## config.mk

```make
export PLATFORM = sky130hd
export DESIGN_NAME = humidity_on_off_regulator
export DESIGN_NICKNAME = d
export VERILOG_FILES = /design/src/hdl/hor_pkg.sv /design/src/hdl/hor_sched.sv /design/src/hdl/hor_decide.sv /design/src/hdl/humidity_on_off_regulator.sv
export SDC_FILE = /design/constraint.sdc
export NUM_CORES = 1
export LEC_CHECK = 0
export BUFFER_PORTS_ARGS = -buffer_cell sky130_fd_sc_hd__buf_2
export CORE_MARGIN = 2
export CORE_UTILIZATION = 55
export CTS_CLUSTER_DIAMETER = 40
export DETAILED_ROUTE_END_ITERATION = 8
export GPL_TIMING_DRIVEN = 0
export MAX_ROUTING_LAYER = met4
export PLACE_DENSITY = 0.81
export RECOVER_POWER = 25
export SLEW_MARGIN = 20
export SYNTH_ARGS = -nofsm -noshare
export SYNTH_HDL_FRONTEND = slang
export SYNTH_SLANG_ARGS = --single-unit
```

## constraint.sdc

```tcl
create_clock -name clk -period 7.97 [get_ports clk]
set_input_delay 0.3985 -clock clk [delete_from_list [all_inputs] [get_ports clk]]
set_output_delay 0.3985 -clock clk [all_outputs]
set_load 0.1 [all_outputs]
```

## src/hdl/hor_pkg.sv

```systemverilog
`timescale 1ns / 1ps

package hor_pkg;

    localparam int MINUTE_W   = 11;
    localparam int HUM_W      = 10;
    localparam int TIME_W     = 32;
    localparam int SEC_W      = 16;
    localparam int INTERVAL_W = 26;   // 65535 * 1000 fits in 26 bits
    localparam int WCOUNT_W   = 3;
    localparam int WIN_W      = 23;
    localparam int WREG_W     = 46;
    localparam int CFG_IDX_W  = 3;
    localparam int CFG_DATA_W = 46;
    localparam int REASON_W   = 3;

    localparam logic [MINUTE_W-1:0] MINUTES_PER_DAY = 11'd1440;
    localparam logic [9:0]          MS_PER_S        = 10'd1000;

    typedef logic [1:0] mode_t;
    localparam mode_t MODE_MANUAL = 2'd0;
    localparam mode_t MODE_TIMED  = 2'd1;
    localparam mode_t MODE_AUTO   = 2'd2;
    localparam mode_t MODE_RSVD   = 2'd3;

    typedef logic [REASON_W-1:0] reason_t;
    localparam reason_t REASON_NONE    = 3'd0;
    localparam reason_t REASON_STARTUP = 3'd1;
    localparam reason_t REASON_MANUAL  = 3'd2;
    localparam reason_t REASON_SCHED   = 3'd3;
    localparam reason_t REASON_HUM_LOW = 3'd4;
    localparam reason_t REASON_HUM_HI  = 3'd5;
    localparam reason_t REASON_SAFETY  = 3'd6;
    localparam reason_t REASON_EMERG   = 3'd7;

    typedef logic [CFG_IDX_W-1:0] cfg_idx_t;
    localparam cfg_idx_t CFG_MODE      = 3'd0;
    localparam cfg_idx_t CFG_MANUAL_ON = 3'd1;
    localparam cfg_idx_t CFG_HUM_MIN   = 3'd2;
    localparam cfg_idx_t CFG_HUM_MAX   = 3'd3;
    localparam cfg_idx_t CFG_INTERVAL  = 3'd4;
    localparam cfg_idx_t CFG_WCOUNT    = 3'd5;
    localparam cfg_idx_t CFG_WIN_LOW   = 3'd6;
    localparam cfg_idx_t CFG_WIN_HIGH  = 3'd7;

    typedef struct packed {
        logic [MINUTE_W-1:0] minute_of_day;
        logic [TIME_W-1:0]   now_ms;
        logic [HUM_W-1:0]    humidity;
        logic                humidity_valid;
        logic                critical_fault;
        logic                offline_fallback;
        logic                emergency_off;
    } item_t;

    typedef struct packed {
        mode_t                 mode;
        logic                  manual_on;
        logic [HUM_W-1:0]      humidity_min;
        logic [HUM_W-1:0]      humidity_max;
        logic [INTERVAL_W-1:0] interval_ms;
    } ctl_cfg_t;

    typedef struct packed {
        logic              relay;
        logic [TIME_W-1:0] last_switch;
        mode_t             prev_mode;
        logic              started;
    } ctl_state_t;

    typedef struct packed {
        logic    relay_on;
        logic    changed;
        reason_t change_reason;
    } result_t;

endpackage

```

## src/hdl/hor_sched.sv

```systemverilog
`timescale 1ns / 1ps

module hor_sched #(
    parameter int NUM_WINDOWS = 4
) (
    input  logic [hor_pkg::MINUTE_W-1:0] minute,
    input  logic [hor_pkg::WCOUNT_W-1:0] window_count,
    input  logic [hor_pkg::WREG_W-1:0]   windows_low,
    input  logic [hor_pkg::WREG_W-1:0]   windows_high,
    output logic                         hit
);

    localparam logic [hor_pkg::WCOUNT_W-1:0] MAX_WIN = hor_pkg::WCOUNT_W'(NUM_WINDOWS);

    logic [2*hor_pkg::WREG_W-1:0]  win_all;
    logic [hor_pkg::WCOUNT_W-1:0]  n_used;

    assign win_all = {windows_high, windows_low};
    assign n_used  = (window_count > MAX_WIN) ? MAX_WIN : window_count;

    always_comb
    begin
        logic [hor_pkg::WIN_W-1:0]    w;
        logic [hor_pkg::MINUTE_W-1:0] w_start;
        logic [hor_pkg::MINUTE_W-1:0] w_end;
        logic                         in_win;
        hit = 1'b0;
        for (int i = 0; i < NUM_WINDOWS; i++)
        begin
            w       = win_all[i*hor_pkg::WIN_W +: hor_pkg::WIN_W];
            w_start = w[11:1];
            w_end   = w[22:12];
            if (w_start <= w_end)
                in_win = (minute >= w_start) && (minute < w_end);
            else
                in_win = (minute >= w_start) || (minute < w_end);
            // out-of-day start or end minute disables the window
            if (hor_pkg::WCOUNT_W'(i) < n_used && w[0] &&
                w_start < hor_pkg::MINUTES_PER_DAY && w_end < hor_pkg::MINUTES_PER_DAY &&
                in_win)
                hit = 1'b1;
        end
    end

endmodule

```

## src/hdl/hor_decide.sv

```systemverilog
`timescale 1ns / 1ps

module hor_decide (
    input  hor_pkg::item_t      item,
    input  hor_pkg::ctl_cfg_t   cfg,
    input  hor_pkg::ctl_state_t cur,
    input  logic                sched_hit,
    output hor_pkg::ctl_state_t nxt,
    output hor_pkg::result_t    res
);

    always_comb
    begin
        hor_pkg::mode_t                 m;
        hor_pkg::mode_t                 eff;
        logic                           mode_chg;
        logic [hor_pkg::TIME_W-1:0]     iv;
        logic [hor_pkg::TIME_W-1:0]     last_base;
        logic [hor_pkg::TIME_W-1:0]     elapsed;
        logic                           want;
        logic                           may;
        logic                           hum_ok;

        nxt     = cur;
        res.changed       = 1'b0;
        res.change_reason = hor_pkg::REASON_NONE;

        m         = (cfg.mode == hor_pkg::MODE_RSVD) ? hor_pkg::MODE_AUTO : cfg.mode;
        eff       = item.offline_fallback ? hor_pkg::MODE_TIMED : m;
        mode_chg  = eff != cur.prev_mode;
        iv        = {{(hor_pkg::TIME_W-hor_pkg::INTERVAL_W){1'b0}}, cfg.interval_ms};
        hum_ok    = item.humidity_valid && !item.critical_fault;
        // on a mode change the hold-off is backdated so a switch may happen now
        if (mode_chg)
            last_base = (item.now_ms > iv) ? item.now_ms - iv : '0;
        else
            last_base = cur.last_switch;
        elapsed   = item.now_ms - last_base;
        want      = cur.relay;
        may       = 1'b0;

        if (item.emergency_off)
        begin
            nxt.relay         = 1'b0;
            nxt.last_switch   = item.now_ms;
            res.changed       = 1'b1;
            res.change_reason = hor_pkg::REASON_EMERG;
        end
        else if (!cur.started)
        begin
            case (m)
                hor_pkg::MODE_MANUAL: want = cfg.manual_on;
                hor_pkg::MODE_TIMED:  want = sched_hit;
                default:              want = hum_ok && (item.humidity < cfg.humidity_min);
            endcase
            nxt.relay         = want;
            nxt.last_switch   = item.now_ms;
            nxt.prev_mode     = m;
            nxt.started       = 1'b1;
            res.changed       = 1'b1;
            res.change_reason = hor_pkg::REASON_STARTUP;
        end
        else
        begin
            nxt.last_switch = last_base;
            nxt.prev_mode   = eff;
            if (item.critical_fault && eff == hor_pkg::MODE_AUTO)
            begin
                if (cur.relay)
                begin
                    nxt.relay         = 1'b0;
                    nxt.last_switch   = item.now_ms;
                    res.changed       = 1'b1;
                    res.change_reason = hor_pkg::REASON_SAFETY;
                end
            end
            else
            begin
                case (eff)
                    hor_pkg::MODE_MANUAL: want = cfg.manual_on;
                    hor_pkg::MODE_TIMED:  want = sched_hit;
                    default:
                    begin
                        if (item.humidity_valid)
                        begin
                            if (item.humidity < cfg.humidity_min)
                                want = 1'b1;
                            else if (item.humidity >= cfg.humidity_max)
                                want = 1'b0;
                        end
                    end
                endcase
                may = mode_chg || eff != hor_pkg::MODE_AUTO || elapsed >= iv;
                if (want != cur.relay && may)
                begin
                    nxt.relay       = want;
                    nxt.last_switch = item.now_ms;
                    res.changed     = 1'b1;
                    case (eff)
                        hor_pkg::MODE_MANUAL: res.change_reason = hor_pkg::REASON_MANUAL;
                        hor_pkg::MODE_TIMED:  res.change_reason = hor_pkg::REASON_SCHED;
                        default:
                            res.change_reason = want ? hor_pkg::REASON_HUM_LOW
                                                     : hor_pkg::REASON_HUM_HI;
                    endcase
                end
            end
        end
        res.relay_on = nxt.relay;
    end

endmodule

```

## src/hdl/humidity_on_off_regulator.sv

```systemverilog
`timescale 1ns / 1ps

// On/off regulator for one humidifier relay zone. Each accepted tick gives
// exactly one result (relay drive, changed flag, reason). A tick is captured in
// an input register, evaluated combinationally against the zone state, and the
// result lands in an output register, so the block takes one tick per cycle
// while results are taken; the input register also holds one tick while a
// result waits to be taken. Configuration writes take effect on the next edge
// and are meant to happen while no tick is in flight. NUM_WINDOWS (1..4) sets
// how many schedule windows are evaluated; window_count is clamped to it.
module humidity_on_off_regulator #(
    parameter int NUM_WINDOWS = 4
) (
    input  logic                           clk,
    input  logic                           rst_n,
    input  logic                           cfg_write_en,
    input  logic [hor_pkg::CFG_IDX_W-1:0]  cfg_index,
    input  logic [hor_pkg::CFG_DATA_W-1:0] cfg_data,
    input  logic                           in_valid,
    output logic                           in_ready,
    input  logic [hor_pkg::MINUTE_W-1:0]   minute_of_day,
    input  logic [hor_pkg::TIME_W-1:0]     now_ms,
    input  logic [hor_pkg::HUM_W-1:0]      humidity,
    input  logic                           humidity_valid,
    input  logic                           critical_fault,
    input  logic                           offline_fallback,
    input  logic                           emergency_off,
    output logic                           out_valid,
    input  logic                           out_ready,
    output logic                           relay_on,
    output logic                           changed,
    output logic [hor_pkg::REASON_W-1:0]   change_reason
);

    hor_pkg::ctl_cfg_t             cfg_reg;
    logic [hor_pkg::WCOUNT_W-1:0]  wcount_reg;
    logic [hor_pkg::WREG_W-1:0]    win_low_reg;
    logic [hor_pkg::WREG_W-1:0]    win_high_reg;

    hor_pkg::item_t                item_reg;
    logic                          item_valid_reg;
    hor_pkg::ctl_state_t           state_reg;
    hor_pkg::ctl_state_t           state_next;
    hor_pkg::result_t              res_next;
    hor_pkg::result_t              res_reg;
    logic                          out_valid_reg;
    logic                          sched_hit;
    logic                          advance;
    logic [hor_pkg::INTERVAL_W-1:0] interval_next;

    assign advance   = item_valid_reg && (!out_valid_reg || out_ready);
    assign in_ready  = !item_valid_reg || advance;
    assign out_valid = out_valid_reg;
    assign relay_on      = res_reg.relay_on;
    assign changed       = res_reg.changed;
    assign change_reason = res_reg.change_reason;

    // seconds to milliseconds, done once at write time
    assign interval_next = hor_pkg::INTERVAL_W'(cfg_data[hor_pkg::SEC_W-1:0])
                         * hor_pkg::INTERVAL_W'(hor_pkg::MS_PER_S);

    always_ff @(posedge clk or negedge rst_n)
    begin
        if (!rst_n)
        begin
            cfg_reg.mode         <= hor_pkg::MODE_MANUAL;
            cfg_reg.manual_on    <= 1'b0;
            cfg_reg.humidity_min <= '0;
            cfg_reg.humidity_max <= 10'd1000;
            cfg_reg.interval_ms  <= '0;
            wcount_reg           <= '0;
            win_low_reg          <= '0;
            win_high_reg         <= '0;
        end
        else if (cfg_write_en)
        begin
            unique case (cfg_index)
                hor_pkg::CFG_MODE:      cfg_reg.mode         <= cfg_data[1:0];
                hor_pkg::CFG_MANUAL_ON: cfg_reg.manual_on    <= cfg_data[0];
                hor_pkg::CFG_HUM_MIN:   cfg_reg.humidity_min <= cfg_data[hor_pkg::HUM_W-1:0];
                hor_pkg::CFG_HUM_MAX:   cfg_reg.humidity_max <= cfg_data[hor_pkg::HUM_W-1:0];
                hor_pkg::CFG_INTERVAL:  cfg_reg.interval_ms  <= interval_next;
                hor_pkg::CFG_WCOUNT:    wcount_reg   <= cfg_data[hor_pkg::WCOUNT_W-1:0];
                hor_pkg::CFG_WIN_LOW:   win_low_reg  <= cfg_data[hor_pkg::WREG_W-1:0];
                hor_pkg::CFG_WIN_HIGH:  win_high_reg <= cfg_data[hor_pkg::WREG_W-1:0];
                default: ;
            endcase
        end
    end

    always_ff @(posedge clk or negedge rst_n)
    begin
        if (!rst_n)
            item_valid_reg <= 1'b0;
        else if (in_ready)
            item_valid_reg <= in_valid;
    end

    always_ff @(posedge clk)
    begin
        if (in_valid && in_ready)
        begin
            item_reg.minute_of_day    <= minute_of_day;
            item_reg.now_ms           <= now_ms;
            item_reg.humidity         <= humidity;
            item_reg.humidity_valid   <= humidity_valid;
            item_reg.critical_fault   <= critical_fault;
            item_reg.offline_fallback <= offline_fallback;
            item_reg.emergency_off    <= emergency_off;
        end
    end

    hor_sched #(
        .NUM_WINDOWS (NUM_WINDOWS)
    ) u_sched (
        .minute       (item_reg.minute_of_day),
        .window_count (wcount_reg),
        .windows_low  (win_low_reg),
        .windows_high (win_high_reg),
        .hit          (sched_hit)
    );

    hor_decide u_decide (
        .item      (item_reg),
        .cfg       (cfg_reg),
        .cur       (state_reg),
        .sched_hit (sched_hit),
        .nxt       (state_next),
        .res       (res_next)
    );

    always_ff @(posedge clk or negedge rst_n)
    begin
        if (!rst_n)
        begin
            state_reg     <= '0;
            out_valid_reg <= 1'b0;
        end
        else
        begin
            if (advance)
                state_reg <= state_next;
            if (advance)
                out_valid_reg <= 1'b1;
            else if (out_ready)
                out_valid_reg <= 1'b0;
        end
    end

    always_ff @(posedge clk)
    begin
        if (advance)
            res_reg <= res_next;
    end

endmodule

```

==> qor.yml, run 1 <==
vias_per_cell: 6.10
grt_pass1_wl_um: 87300
multiInputGateArea_sq_um: 12300
synth_top_area_cell: "dfrtp_1"
io_pins: 118
clock_latency_ps: 600
place_area_sq_um: 20600
ant_nets: 0
cellLeakagePower_nw: 10.7
drc: 0
io_buffer_count: 116
dpl.hpwl_um: 41300
cts_sinks: 241
synth_nets: 2378
cp-end-kind: "flop"
grt_max_degree: 73
required_ps: 8480
max_stage_delay_ps: 500
seq_area_sq_um: 6350
core_area_sq_um: 34600
antenna_found_initial: 0
drt-total-wl_um: 54800
die_w_um: 192
tightest_slew_ps: 3470
synth-main-ff-cell: "dfrtp_1"
synth_top_area_share_pct: 22.3
cp-start-kind: "flop"
route.vias.total: 16200
power_density_nw_per_um2: 374
drt-wirelength-per-cell_um: 20.6
p_comb_share_pct: 55.6
drtIter0Drc: 1311
swShare_pct: 43.2
finalSetupViolCount: 0
synthCells: 1934
p_int_w: 0.00490
clk_pin_slew_ps: 50
irDropWorstVdd_v: 0.000274
cts_buffer_depth: 3
largest_reg_flops: 57
p_switching_w: 0.00372
start_util_pct: 56.0
num_rows: 68
final_cell_area_sq_um: 23000
min_period_ps: 7780
synth-edff-count: 62
syn-cell-area_sq_um: 19400
layout-drive-gt1-share_pct: 17.4
drt-pass1-iter-count: 6
ys_seq_elements: 241
clock-root-buffer: "clkbuf_16"
fin_setup_tns_ps: 0
finalHoldViolCount: 0
crit_arrival_ps: 8290
finalCritPeriodShare_pct: 97.6
ctsHtreeMaxLevel: 2
fillCellCount: 2641
fmax_ghz: 0.128
synth_area_leaders: "dfrtp_1, ha_1, edfxtp_1, mux2_2, fa_1"
maxCapViolCount: 2
antenna_cells: 0
gp_congestion: 0.980
die_h_um: 192
final.setup.worst_slack_ps: 188
syn_area_per_cell_sq_um: 10.0
finClkSkew_ps: 35.5
violations: "max-capacitance violations, max-slew violations"
path_class: "flop to flop"
status: "finished with violations"
yosysSeqAreaShare_pct: 32.8
hold_class: "primary input to flop"
path_max_fanout: 10
p_clk_share_pct: 23.7
yosysWarnings: 0
yosysUniqueCellTypes: 85
numCtsBuffers: 45
seqPwrFrac_pct: 20.7
pre_cts_ws_ps: -346
finalMaxSlewViolations: 110
first_global_vias: 16500
grt_use_total_pct: 31.5
slew_headroom_pct: -132
cts_tree: "done"
synthArstFlopShare_pct: 74.3
die_area_sq_um: 36700
fin_nets: 2611
grt_overflow: 0
cp_slowest_cell: "edfxtp_1"
area_delta_synth_final_pct: 19.0
per-layer routing:
metal  track usage (%)  up-vias  wire (um)
met4              10.9        0       1670
met1              41.9     7843      24200
met5                 -        -          0
met2              48.8      664      25000
met3              5.37      131       3970
li1                  -     7573          -
per-stage QoR:
step	utilization, %	total power, W	instances	hold slack, ps
2_1_floorplan	-	0.00520	1934	103
3_3_place_gp	59.3	0.00617	2505	460
4_1_cts	65.9	0.00844	2650	1.23
3_5_place_dp	59.5	0.00630	2508	323
6_report	66.6	0.00862	2659	24.6
5_1_grt	66.6	0.00930	2659	23.7
cell families after synthesis:
kind of cell    after synthesis  share of synthesized area [%]
buf+inv                     232                           4.71
xor+xnor                     69                           3.12
simple gates                431                           11.4
mux                         115                           6.65
fa+ha+maj                   336                           23.8
flops                       241                           32.8
compound gates              510                           17.6
synthesized netlist by cell type, types with 6 or more instances:
cell type / instances
nand4_1: 22
nor4_1: 9
o31ai_1: 14
a2111oi_0: 7
clkbuf_1: 38
nand2_1: 104
nor2b_1: 22
a21oi_1: 123
o21bai_1: 15
dfstp_2: 6
xnor2_1: 48
nor2_1: 97
and2_1: 6
o21a_1: 22
and3_1: 39
mux2_2: 110
edfxtp_1: 62
o21ai_0: 104
o2111ai_1: 6
a31oi_1: 20
dfrtp_1: 173
a221o_1: 22
a211oi_1: 17
nand3_1: 31
a21boi_0: 7
o211ai_1: 14
nand3b_1: 6
xor2_1: 21
fa_1: 56
a22oi_1: 14
nor3_1: 29
a21o_1: 64
nand2b_1: 28
a211o_1: 11
inv_1: 174
ha_1: 277
buf_1: 10
or3_1: 8
layout by cell type, fill, tap and decap left out, types with 62 or more instances in the layout:
| cell | instances |
|---|---|
| a21o_1 | 64 |
| mux2_2 | 110 |
| nand2_1 | 104 |
| a21oi_1 | 119 |
| nor2_1 | 97 |
| dfrtp_1 | 173 |
| buf_2 | 121 |
| inv_1 | 174 |
| o21ai_0 | 103 |
| ha_1 | 269 |
| edfxtp_1 | 62 |
worst paths after layout:
kind                              start                to  slack (ps)  cells after the start
min in group asynchronous         rst_n  win_high_reg[23]        1180                      2
hold / removal                 in_valid    item_valid_reg          20                      2
max in group asynchronous         rst_n       cfg_reg[30]        2510                      3
hold reg to reg             cfg_reg[24]       cfg_reg[24]         480                      2
setup reg to reg           item_reg[29]     state_reg[18]         190                     33
setup / recovery           item_reg[29]     state_reg[18]         190                     33
layout make-up:
cell class,instances,area share (%)
Buffer,55,1.13
Clock buffer,49,5.04
Clock inverter,35,2.03
Inverter,175,2.86
Multi-Input combinational cell,1461,53.3
Sequential cell,241,27.5
Tap cell,455,2.47
Timing Repair Buffer,188,5.59
power by group through the flow:
stage	clock (W)	sequential, W	combinational [W]
CTS	0.00206	0.00178	0.00460
finish	0.00204	0.00179	0.00479
global placement	0	0.00178	0.00439
detailed placement	0	0.00179	0.00451
global route	0.00213	0.00182	0.00535
floorplan	0	0.00175	0.00346
critical path: cells and delay by family, from the launching register on:
family,cells,cell delay (ps)
simple gates,12,2840
compound gates,13,2290
buf+inv,4,1040
fa+ha+maj,3,920
flops,1,500
xor+xnor,1,90
repair_timing:
| item | in CTS | in global routing |
|---|---|---|
| gates cloned | 0 | 0 |
| hold buffers | 56 | 1 |
| endpoints found under the hold margin | 95 | 1 |
| gates resized for setup | 6 | 45 |
| setup buffers | 3 | 9 |
| endpoints found under the setup margin | 34 | 38 |
| pin swaps | 1 | 3 |
(Power assumes the default switching activity.)
==> run 2: changes to the inputs <==
--- a/config.mk
+++ b/config.mk
@@ -8,6 +8,7 @@
 export BUFFER_PORTS_ARGS = -buffer_cell sky130_fd_sc_hd__buf_2
 export CORE_MARGIN = 2
 export CORE_UTILIZATION = 55
+export CTS_BUF_LIST = sky130_fd_sc_hd__clkbuf_2 sky130_fd_sc_hd__clkbuf_4 sky130_fd_sc_hd__clkbuf_8
 export CTS_CLUSTER_DIAMETER = 40
 export DETAILED_ROUTE_END_ITERATION = 8
 export GPL_TIMING_DRIVEN = 0
==> constraint.sdc (replaced) <==
create_clock -name clk -period 9 [get_ports clk]
set_input_delay 0.45 -clock clk [delete_from_list [all_inputs] [get_ports clk]]
set_output_delay 0.45 -clock clk [all_outputs]
set_load 0.1 [all_outputs]
==> qor.yml, run 2 (same netlist as run 1, synthesis figures left out) <==
path_max_fanout: 10
worstSetupStartpoint: "cfg_reg[47]"
die_area_sq_um: 36700
numCtsBuffers: 49
cellLeakagePower_nw: 10.5
cts_sinks: 241
final.setup.worst_slack_ps: 627
layout_commonest_cell: "ha_1"
drt-wirelength-per-cell_um: 20.1
die_h_um: 192
crit_arrival_ps: 8950
cp-end-kind: "flop"
crit_family: "compound AO/OA/AOI/OAI gates"
area_delta_synth_final_pct: 15.8
start_util_pct: 56.0
cp_slowest_cell: "clkbuf_1"
first_global_vias: 16400
maxCapViolCount: 2
die_w_um: 192
ant_nets: 0
finalHoldViolCount: 0
path_class: "flop to flop"
seqPwrFrac_pct: 22.6
violations: "max-capacitance violations, max-slew violations"
drc: 0
p_switching_w: 0.00310
max_stage_delay_ps: 520
fmax_ghz: 0.119
fin_cells: 2675
hold_class: "primary input to flop"
r2r_cells: 33
grt_use_total_pct: 31.0
grt_most_used_layer: "met2"
cts_buffer_depth: 3
drt-total-wl_um: 53800
p_comb_share_pct: 59.0
status: "finished with violations"
gp_congestion: 0.980
core_area_sq_um: 34600
cp-start-kind: "flop"
placed_cells: 2508
grt_pass1_wl_um: 85900
grt_overflow: 0
fin_nets: 2623
required_ps: 9570
route.vias.total: 16100
use_met1_pct: 41.0
mostFrequentLayoutCells: "ha_1, inv_1, dfrtp_1"
num_rows: 68
clock_latency_ps: 670
vias_per_cell: 6.03
antenna_cells: 0
pre_cts_ws_ps: 684
ctsHtreeMaxLevel: 2
irDropWorstVdd_v: 0.000173
whs_path_depth: 2
finalSetupViolCount: 0
p_int_w: 0.00389
power_density_nw_per_um2: 312
clk_pin_slew_ps: 60
swShare_pct: 44.3
grt_max_degree: 73
use_met2_pct: 47.7
clock-root-buffer: "clkbuf_8"
holdPathEnd: "win_high_reg[18]"
path_buf_inv: 6
finClkSkew_ps: 49.4
rrSetupSlack_ps: 630
dpl.hpwl_um: 41300
fin_util_pct: 64.8
tightest_slew_ps: 3480
met3_usage_pct: 6.07
fillCellCount: 2709
p_clk_share_pct: 18.4
drtIter0Drc: 1197
min_from: "cfg_data[18]"
finalCritPeriodShare_pct: 93.0
layout-drive-gt1-share_pct: 15.8
cts_tree: "done"
antenna_found_initial: 0
cpMostUsedCell: "a21oi_1"
r2r_start: "cfg_reg[47]"
slew_headroom_pct: -132
reg2reg_to: "state_reg[9]"
min_period_ps: 8370
finalMaxSlewViolations: 110
largest_reg_flops: 57
io_pins: 118
drt-pass1-iter-count: 7
io_buffer_count: 116
-- run 2: cell count changes in the layout (fill, tap and decap cells not counted), moves of 5 or more --
cell           previous run  this run
buf_2                   121       114
buf_4                    12         5
clkbuf_1                 38        43
clkbuf_16                46         0
clkbuf_4                  0        16
clkbuf_8                  0        54
dlygate4sd3_1            57        71
ha_1                    269       277
ha_4                      6         0
inv_6                     7         0
-- run 2: worst max path at each step --
stage / to / slack [ps] / cells past startpoint
detailed placement: state_reg[32] / 680 / 34
global route: state_reg[7] / -10 / 37
finish: state_reg[9] / 630 / 33
floorplan: state_reg[17] / 1900 / 35
global placement: state_reg[32] / 750 / 34
CTS: state_reg[32] / 620 / 34
-- run 2: what timing repair did --
item | 4_1_cts | 5_1_grt
endpoints found under the setup margin | 0 | 25
hold buffers | 71 | 0
endpoints found under the hold margin | 121 | 0
resized for setup | 0 | 0
setup buffers | 0 | 4
-- run 2: cell type report --
cell class	count	area [sq um]	area share, %
inverter	175	659	2.94
multi-input combinational	1461	12100	54.0
clock inverter	22	253	1.13
timing repair buffer	194	1370	6.10
sequential	241	6350	28.3
buffer	57	253	1.13
clock buffer	70	863	3.85
tap	455	569	2.54
-- run 2: per-stage QoR --
step	area, sq um	hold WS, ps	total power [W]	TNS, ps
5_1_grt	22400	16.1	0.00760	-32.2
2_1_floorplan	19400	154	0.00461	0
3_5_place_dp	20600	374	0.00558	0
4_1_cts	22400	0.675	0.00694	0
3_3_place_gp	20500	460	0.00547	0
6_report	22400	47.5	0.00699	0
-- run 2: power by group through the flow --
stage	Sequential [W]	Combinational, W	Clock [W]
final	0.00158	0.00412	0.00129
after CTS	0.00157	0.00405	0.00131
after global routing	0.00160	0.00463	0.00137
after detailed placement	0.00158	0.00400	0
after global placement	0.00158	0.00389	0
after floorplan	0.00155	0.00306	0
-- run 2: layer usage --
layer	up-vias	routed length, um
met5	-	0
met3	129	4180
li1	7586	-
met1	7805	23700
met2	605	24200
met4	0	1790
-- run 2: worst register-to-register path: cells and delay by family (launching register included) --
family | cells | cell delay (ps)
AOI/OAI and AO/OA | 17 | 3540
DFF | 1 | 440
buffers and inverters | 6 | 2160
xor gates and xnor gates | 1 | 170
adders and majority gates | 2 | 670
and+or+nand+nor | 7 | 1290
